`src/cha_pkg.sv`:
```
// ----------------------------------------------------------------------------
// cha_pkg: shared types and constants of the compacting heap allocator
// Holds the operation and status codes, the controller states, and the
// packet, command and compaction structures that pass between the cells.
// ----------------------------------------------------------------------------
package cha_pkg;

  localparam int ADDR_BITS = 20;
  localparam int LEN_W     = 21;
  localparam int HANDLE_W  = 6;
  localparam int GRANULE   = 8;

  localparam logic [1:0] OP_ALLOC  = 2'd0;
  localparam logic [1:0] OP_FREE   = 2'd1;
  localparam logic [1:0] OP_LOOKUP = 2'd2;

  localparam logic [1:0] ST_OK        = 2'd0;
  localparam logic [1:0] ST_NO_SPACE  = 2'd1;
  localparam logic [1:0] ST_NO_HANDLE = 2'd2;
  localparam logic [1:0] ST_BAD_HANDLE = 2'd3;

  localparam logic [LEN_W:0] SPAN = (LEN_W + 1)'(1) << ADDR_BITS;
  localparam logic [LEN_W-1:0] HEAP_RESET = LEN_W'(1048576);

  typedef enum logic [1:0] {
    CTL_IDLE,
    CTL_SCAN,
    CTL_DONE
  } ctl_state_t;

  typedef struct packed {
    logic             active;
    logic             found;
    logic [LEN_W-1:0] start;
    logic [LEN_W-1:0] len;
  } pkt_t;

  typedef struct packed {
    logic [1:0]          op;
    logic [HANDLE_W-1:0] handle;
    logic [LEN_W-1:0]    start;
    logic [LEN_W-1:0]    len;
  } cmd_t;

  typedef struct packed {
    logic             en;
    logic [LEN_W-1:0] base;
    logic [LEN_W-1:0] len;
  } adj_t;

endpackage

```
`src/cha_cell.sv`:
```
// ----------------------------------------------------------------------------
// cha_cell: one handle slot of the compacting heap allocator
// Holds the slot's valid flag, start and length, claims or releases itself as
// the scan packet passes, and slides its block down during compaction.
// ----------------------------------------------------------------------------
module cha_cell import cha_pkg::*; #(
  parameter int INDEX = 0,
  parameter int IDX_W = 6
) (
  input  logic             clk,
  input  logic             rst,
  input  cmd_t             cmd,
  input  adj_t             adj,
  input  pkt_t             pkt_in,
  input  logic [IDX_W-1:0] idx_in,
  output pkt_t             pkt_out,
  output logic [IDX_W-1:0] idx_out
);

  logic             slot_valid;
  logic [LEN_W-1:0] slot_start;
  logic [LEN_W-1:0] slot_length;

  logic             hit_alloc;
  logic             hit_handle;
  logic             slide;
  pkt_t             pkt_next;
  logic [IDX_W-1:0] idx_next;

  always_comb begin
    hit_alloc  = pkt_in.active && (cmd.op == OP_ALLOC) && !pkt_in.found && !slot_valid;
    hit_handle = pkt_in.active && (cmd.op != OP_ALLOC) && slot_valid &&
                 (32'(cmd.handle) == INDEX);
    slide      = adj.en && slot_valid && (slot_start > adj.base);
    pkt_next   = pkt_in;
    idx_next   = idx_in;
    if (hit_alloc) begin
      pkt_next.found = 1'b1;
      pkt_next.start = cmd.start;
      pkt_next.len   = cmd.len;
      idx_next       = IDX_W'(INDEX);
    end else if (hit_handle) begin
      pkt_next.found = 1'b1;
      pkt_next.start = slot_start;
      pkt_next.len   = slot_length;
      idx_next       = IDX_W'(INDEX);
    end
  end

  always_ff @(posedge clk) begin
    pkt_out.found <= pkt_next.found;
    pkt_out.start <= pkt_next.start;
    pkt_out.len   <= pkt_next.len;
    idx_out       <= idx_next;
    if (hit_alloc) begin
      slot_start  <= cmd.start;
      slot_length <= cmd.len;
    end else if (slide) begin
      slot_start <= slot_start - adj.len;
    end
    if (rst) begin
      slot_valid     <= 1'b0;
      pkt_out.active <= 1'b0;
    end else begin
      pkt_out.active <= pkt_next.active;
      if (hit_alloc) begin
        slot_valid <= 1'b1;
      end else if (hit_handle && (cmd.op == OP_FREE)) begin
        slot_valid <= 1'b0;
      end
    end
  end

endmodule

```
`config.mk`:
```
export PLATFORM = sky130hd
export DESIGN_NAME = cha_cell
export DESIGN_NICKNAME = d
export VERILOG_FILES = /design/src/cha_pkg.sv /design/src/cha_cell.sv
export SDC_FILE = /design/constraint.sdc
export NUM_CORES = 1
export LEC_CHECK = 0
export ABC_AREA = 0
export BUFFER_PORTS_ARGS = -buffer_cell sky130_fd_sc_hd__buf_4
export CORE_MARGIN = 2
export CORE_UTILIZATION = 30
export CTS_BUF_LIST = sky130_fd_sc_hd__clkbuf_8
export DETAILED_ROUTE_END_ITERATION = 8
export PLACE_DENSITY_LB_ADDON = 0.1
export REMOVE_ABC_BUFFERS = 1
export SKIP_CTS_REPAIR_TIMING = 1
export SYNTH_ARGS = -nofsm -noshare
export SYNTH_HDL_FRONTEND = slang
export SYNTH_SLANG_ARGS = --single-unit
```
`constraint.sdc`:
```
create_clock -name clk -period 10.95 [get_ports clk]
set_input_delay 2.7375 -clock clk [delete_from_list [all_inputs] [get_ports clk]]
set_output_delay 2.7375 -clock clk [all_outputs]
set_load 0.01 [all_outputs]
```
# After elaboration in Yosys (flattened, before gate mapping)
# Index checks and enable logic that the tools add are counted.
# totals
ramBits	0
memories	0
output_inout_bits	50
latchBits	0
rom_bits	0
ff_bits	93
elab_cells	34
in_bits	145
# op_classes
multipliers	0
mux	6
n_shift	0
add_sub_neg	1
order_cmp	1
reduce_logical	17
n_eq_ne	1
div_mod_pow	0
bitwise	0
# op_table
operator	count
42-bit 2-to-1 mux	2
21-bit 2-to-1 mux	2
21-bit > comparator	1
21-bit subtractor	1
1-bit logical AND	9
6-bit logical NOT	1
2-bit nonzero test	3
2-bit by 1-bit == test with 1-bit output (second input constant)	1
1-bit logical NOT	2
2-bit logical NOT	1
1-bit 2-to-1 mux	2
2-bit OR reduction	1

# Logic depth before layout (Yosys ltp)
# Gate-level depths: netlist of the first run.
# logic_depth
ltp_word	7
mapped_depth	10
depth_no_buf	10

# Least setup slack after synthesis of the first run
# No wires, ideal clock.
# synth_path
path_type	input -> register
startpoint	input adj[23] (netlist bit)
endpoint	register slot_start[0] (enable)
t_required_ns	10.522
stages	9
slack_ns	5.470
setup_ns	0.428
t_arrival_ns	5.051
path_buffers	0
path_cell_list	inv_1 -> ha_1 -> a21o_1 -> a21oi_1 -> nor2b_1 -> o31ai_1 -> o211ai_1 -> a21oi_1 -> o21ai_0
# synth_between
elab_chain_cells	3
# synth_lines
element	line_no	source
start, declared	cha_cell.sv:13	input adj_t adj,
21-bit > comparator	cha_cell.sv:34	slide = adj.en && slot_valid && (slot_start > adj.base);
1-bit logical AND	cha_cell.sv:34	
2-bit nonzero test (no line)	n/a	
end signal, assigned	cha_cell.sv:56	slot_start <= cmd.start;
end signal, assigned	cha_cell.sv:59	slot_start <= slot_start - adj.len;
end, declared	cha_cell.sv:21	logic [LEN_W-1:0] slot_start;
# Every way passes these cells.
# A chain may end at the register's enable or synchronous reset.

# Final worst setup path of the first run
# layout_path
startpoint	input adj[33] (netlist bit)
endpoint	register slot_start[10] (enable)
# Same word-level chain as after synthesis.

==> results.txt, run 1 <==
clk sinks - 93
ant diodes - 0
area grow syn2layout - 36.1%
Hold Path Class - register to register
I/O Buffers - 194
Min Clock Period, post-route - 4.85 ns
pwr dens - 113 nW/um^2
CTS tree - built
All-Layer GR Usage - 16.6%
first-pass GRT wire length - 23.5 mm
Worst setup EP type - register
Core Rows - 47
DIE WIDTH - 135 microns
Final #Nets - 902
via count - 4482
MaxCap Viol Count - 0
layer with the highest usage - met2
fmax - 206 MHz
relative slew slack - 42.1%
Final GP Congestion - 0.834
crit start category - input port
Setup Skew - 0.0123 ns
met2 Use GR - 28.7%
Register Area - 2280 sq um
biggest area consumer among synthesized cells - edfxtp_1
I/O pin total - 195
critical path type - input port to register
Worst Max-Slew Pin Slew - 0.868 ns
synth top area cells - edfxtp_1 (24%), dfxtp_1 (20%), ha_1 (10%)
Hold Fails Final Rpt - 0
Critical Path AT - 4.93 ns
Syn Inst Count - 529
share of the synthesized area in the top cell type - 24.5%
area of the multi-input gates - 2590 sq um
Crit path required time - 11.03 ns
Yosys warnings - 0
syn avg cell area - 9.74 sq um
Overflow after GRT - 0
Slew Viols, Final - 0
Root Driver - clkbuf_8
worst-case clock buffer depth - 2
share of layout cells above drive strength 1 - 32.4%
Post-synth top cells - a21oi_1 (51), dfxtp_1 (51), nand2_1 (49)
final WL - 15.0 mm
grt met1 use - 21.0%
Clock transition at path regs - 0.10 ns
DIE AREA - 18200 sq um
prevailing post-synth register cell - dfxtp_1
post-synthesis register bit count - 93
# DRC - 0
ratio of final minimum period to clock period - 44.3%
initial antenna violation count - 0
largest net degree at the start of global routing - 60
filler cell count in the final layout - 1684
1st-iter DRT viols - 232
worst skew pair latency - 0.38 ns
met3 Resource Use GR - 2.78%
Netlist cell types - 54
worst ir drop on vdd - 0.0000499 V
post-DR wirelength/cell - 15.9 microns
post-DR vias/cell - 4.77
leakage power - 3.49 nW
Setup violations, final - 0
mapped cell area - 5150 sq um
Post-DP HPWL - 11.4 mm
Die Span Y - 135 microns
first-pass iteration count of the detailed router - 4
status - finished, final reports clean
final antenna-violating net count - 0
Post-synth ARST share - 0%
setup_tns - 0 ns
cell area after layout - 7010 sq um
sequential-to-total area share from yosys stat - 44.3%
CTS Buf Count - 9
number of global-route vias before repair - 4665
crit-path max FO - 12
number of synthesized flops with an enable pin - 42
CTS H-tree lvls - 3
Placed Area - 6820 sq um
RSZ-0062 raised after global routing - no
starting density of the core - 30.9%
Core ar. - 16700 sq um
==> flip-flops by register name, indices dropped and copies added, names as in the netlist <==
| signal | count |
|---|---|
| idx_out | 6 |
| slot_start | 21 |
| slot_length | 21 |
| pkt_out | 44 |
| slot_valid | 1 |
==> power by group <==
| group | internal [mW] | total [mW] | switching, mW |
|---|---|---|---|
| clock network | 0.0884 | 0.233 | 0.144 |
| logic | 0.0895 | 0.167 | 0.0775 |
| registers | 0.384 | 0.391 | 0.00692 |
| total | 0.562 | 0.790 | 0.229 |
==> final timing paths <==
kind / from / depth (start not counted) / slack, ns / end
hold reg to reg: slot_length[4] / 2 / 0.53 / pkt_out[4]
setup / recovery: adj[33] / 10 / 6.10 / slot_start[10]
setup reg to reg: slot_start[12] / 8 / 8.05 / slot_start[10]
hold / removal: slot_length[4] / 2 / 0.53 / pkt_out[4]
==> area by class of cell <==
class | count | area share [%]
clock buffers | 9 | 1.77
clock inverters | 7 | 1.02
inverters | 47 | 2.52
multi-input cells | 366 | 37.0
flip-flops and latches | 93 | 32.6
well taps | 220 | 3.93
repair buffers | 198 | 21.2
==> critical path, stage by stage <==
cell and delay [ns]:
buf_4 0.08, inv_1 0.05, ha_1 0.30, nand4_1 0.12, nor2_1 0.27, o31ai_1 0.17
o211ai_1 0.21, a21oi_1 0.15, o21ai_2 0.51, buf_4 0.34
==> layout by cell type, fill, tap and decap left out, types with 2 or more instances in the layout <==
| master | instances |
|---|---|
| nor2_1 | 30 |
| o211a_1 | 2 |
| o21ai_0 | 42 |
| nor3_2 | 2 |
| nand4_1 | 7 |
| o21ai_1 | 8 |
| o211ai_1 | 2 |
| nor3_1 | 5 |
| edfxtp_1 | 42 |
| a21oi_2 | 2 |
| inv_8 | 2 |
| nand2b_1 | 4 |
| inv_1 | 46 |
| and4_1 | 3 |
| buf_4 | 198 |
| nor4_1 | 2 |
| xnor2_1 | 9 |
| ha_1 | 41 |
| a31oi_1 | 2 |
| mux2i_1 | 43 |
| a21oi_1 | 51 |
| nor2b_1 | 3 |
| clkinv_4 | 2 |
| clkinvlp_4 | 2 |
| dfxtp_1 | 51 |
| xor2_1 | 5 |
| a21o_1 | 15 |
| o31ai_2 | 2 |
| nand2_1 | 48 |
| nand3_1 | 4 |
| nor4b_1 | 2 |
| clkbuf_8 | 9 |
| o31ai_1 | 2 |
| nor2b_4 | 2 |
| and3_1 | 7 |
==> per-stage QoR <==
stage / util [%] / total power [mW] / setup slack, ns / hold slack [ns] / std cells
2_1_floorplan: - / 0.483 / 4.46 / 0.469 / 506
3_3_place_gp: 40.8 / 0.564 / 5.66 / 0.501 / 924
3_5_place_dp: 40.8 / 0.567 / 5.62 / 0.515 / 924
4_1_cts: 42.0 / 0.803 / 6.01 / 0.538 / 940
5_1_grt: 42.0 / 0.833 / 5.94 / 0.556 / 940
6_report: 42.0 / 0.790 / 6.10 / 0.533 / 940
==> kinds of logic after synthesis <==
kind of cell	Yosys count	share of synthesized area, %
and+or+nand+nor	126	12.3
AOI/OAI and AO/OA	141	16.8
xor gates and xnor gates	14	2.38
DFF	93	44.3
muxes	43	8.35
buffers and inverters	70	5.46
adders and majority gates	42	10.3
==> routing by layer <==
metal  vias up  share of wire [%]
li1       2252                  -
met1      2078                 45
met2       139                 48
met3        13                5.9
met4         0                1.5
met5         -                  0
No activity file was read; power rests on OpenSTA's default activity.
==> run 2: changes to the inputs <==
- clock period: 10.95 -> 4.45 ns (I/O delays scaled with it)
==> run 2 against run 1 <==
  * Cell count up 0.32%
  * Critical endpoint is now slot_start[16]
  * Design area grew 0.62%
  * Worst hold slack got worse by 0.0024 ns
  * Worst setup slack lost 4.5 ns
  * Via count down 0.76%
  * First-iteration DRC count shrank 18%
  * Register-to-register slack worse by 6.1 ns
  * Wire length shrank 1.2%
  * Clock-buffer cell count unchanged
  * Total power rose to 2.5 times the previous value
  * Clock power increased to 2.7 times the previous value
  * Sequential power rose by 150%
  * Highest routed layer unchanged
==> results.txt, run 2 (synthesis gave the netlist of run 1 again) <==
status - finished, final reports clean (unchanged)
via count - 4448 (was 4482)
HP Start - slot_length[0] (was slot_length[4])
Worst Max-Slew Pin Slew - 0.557 ns (was 0.868 ns)
layer with the highest usage - met2 (unchanged)
Critical Path AT - 3.01 ns (was 4.93 ns)
relative slew slack - 62.9% (was 42.1%)
Min Clock Period, post-route - 2.86 ns
leakage power - 3.52 nW (was 3.49 nW)
MaxCap Viol Count - 0 (unchanged)
Final GP Congestion - 0.835 (was 0.834)
Clock transition at path regs - 0.11 ns (was 0.10 ns)
CTS Buf Count - 9 (unchanged)
starting density of the core - 30.9% (unchanged)
1st-iter DRT viols - 191 (was 232)
crit path from - adj[0] (was adj[33])
hold_ws - 0.531 ns (was 0.533 ns)
largest net degree at the start of global routing - 49 (was 60)
DIE WIDTH - 135 microns (unchanged)
number of global-route vias before repair - 4467 (was 4665)
ratio of final minimum period to clock period - 64.4%
Hold Fails Final Rpt - 0 (unchanged)
worst skew pair latency - 0.39 ns (was 0.38 ns)
Root Driver - clkbuf_8 (unchanged)
CTS H-tree lvls - 3 (unchanged)
final WL - 14.8 mm (was 15.0 mm)
Core Rows - 47 (unchanged)
Setup Skew - 0.0225 ns (was 0.0123 ns)
Setup violations, final - 0 (unchanged)
Final #Nets - 905 (was 902)
worst r2r src - slot_start[2] (was slot_start[12])
fmax - 349 MHz
first-pass iteration count of the detailed router - 4 (unchanged)
clk sinks - 93 (unchanged)
post-DR wirelength/cell - 15.7 microns (was 15.9 microns)
RSZ-0062 raised after global routing - no (unchanged)
critical path type - input port to register (unchanged)
most frequent cells in the layout - buf_4 (201), a21oi_1 (51), dfxtp_1 (51) (was buf_4 (198), a21oi_1 (51), dfxtp_1 (51))
share of layout cells above drive strength 1 - 32.6% (was 32.4%)
initial antenna violation count - 0 (unchanged)
max FFs per register - 44 (unchanged)
Die Span Y - 135 microns (unchanged)
fin util - 42.2% (was 42.0%)
Overflow after GRT - 0 (unchanged)
crit-path max FO - 5 (was 12)
most flop-heavy register - pkt_out (unchanged)
Post-DP HPWL - 11.4 mm (about the same)
area grow syn2layout - 36.9% (was 36.1%)
most common cell after layout, fill and taps aside - buf_4 (unchanged)
worst ir drop on vdd - 0.000190 V (was 0.0000499 V)
first-pass GRT wire length - 22.8 mm (was 23.5 mm)
CTS tree - built (unchanged)
worst-case clock buffer depth - 2 (unchanged)
grt met1 use - 20.6% (was 21.0%)
Crit path required time - 4.60 ns (was 11.03 ns)
met3 Resource Use GR - 2.93% (was 2.78%)
I/O pin total - 195 (unchanged)
Largest regs - pkt_out (44), slot_length (21), slot_start (21) (unchanged)
DIE AREA - 18200 sq um (unchanged)
post-DR vias/cell - 4.72 (was 4.77)
crit start category - input port (unchanged)
pwr dens - 283 nW/um^2 (was 113 nW/um^2)
Hold Path Class - register to register (unchanged)
I/O Buffers - 194 (unchanged)
ant diodes - 0 (unchanged)
setup_tns - 0 ns (unchanged)
Core ar. - 16700 sq um (unchanged)
# DRC - 0 (unchanged)
met2 Use GR - 27.2% (was 28.7%)
final antenna-violating net count - 0 (unchanged)
All-Layer GR Usage - 16.0% (was 16.6%)
Worst setup EP type - register (unchanged)
Slew Viols, Final - 0 (unchanged)
run 2: final cells by class:
class                           count  area [sq um]
Clock buffer                        9           124
Tap cell                          220           275
Inverter                           47           176
Fill cell                        1682          9650
Sequential cell                    93          2280
Clock inverter                      7          92.6
Multi-Input combinational cell    366          2590
Timing Repair Buffer              201          1510
run 2: power breakdown:
part / switching (mW) / total [mW] / internal, mW
Sequential: 0.0160 / 0.960 / 0.944
Clock: 0.356 / 0.630 / 0.275
Combinational: 0.188 / 0.409 / 0.221
Total: 0.559 / 2.00 / 1.44
run 2: worst max-delay path, cell delays in order:
cell and delay, ns:
buf_4 0.11, ha_1 0.21, fa_1 0.44, nor2b_4 0.15, o211ai_2 0.11, a21boi_4 0.24
nor4_4 0.07, nor2_2 0.24, mux2i_1 0.22, o21ai_0 0.10
run 2: final timing paths:
kind              depth (start not counted)        endpoint  slack (ns)
setup / recovery                         10  slot_start[16]        1.59
hold reg to reg                           2      pkt_out[0]        0.53
setup reg to reg                          9  slot_start[11]        1.99
hold / removal                            2      pkt_out[0]        0.53
run 2: stage by stage:
stage	power, mW	cell area (sq um)	worst slack [ns]	cells
final	2.00	7050	1.59	943
after global placement	1.39	6840	1.21	927
after detailed placement	1.39	6840	1.18	927
after CTS	2.03	7050	1.61	943
after global routing	2.11	7050	1.48	943
after floorplan	1.19	5050	-0.419	506
run 2: layer usage:
layer / share of wire, % / vias to the layer above
li1: - / 2258
met1: 47 / 2047
met2: 46 / 130
met3: 5.3 / 13
met4: 1.4 / 0
met5: 0 / -
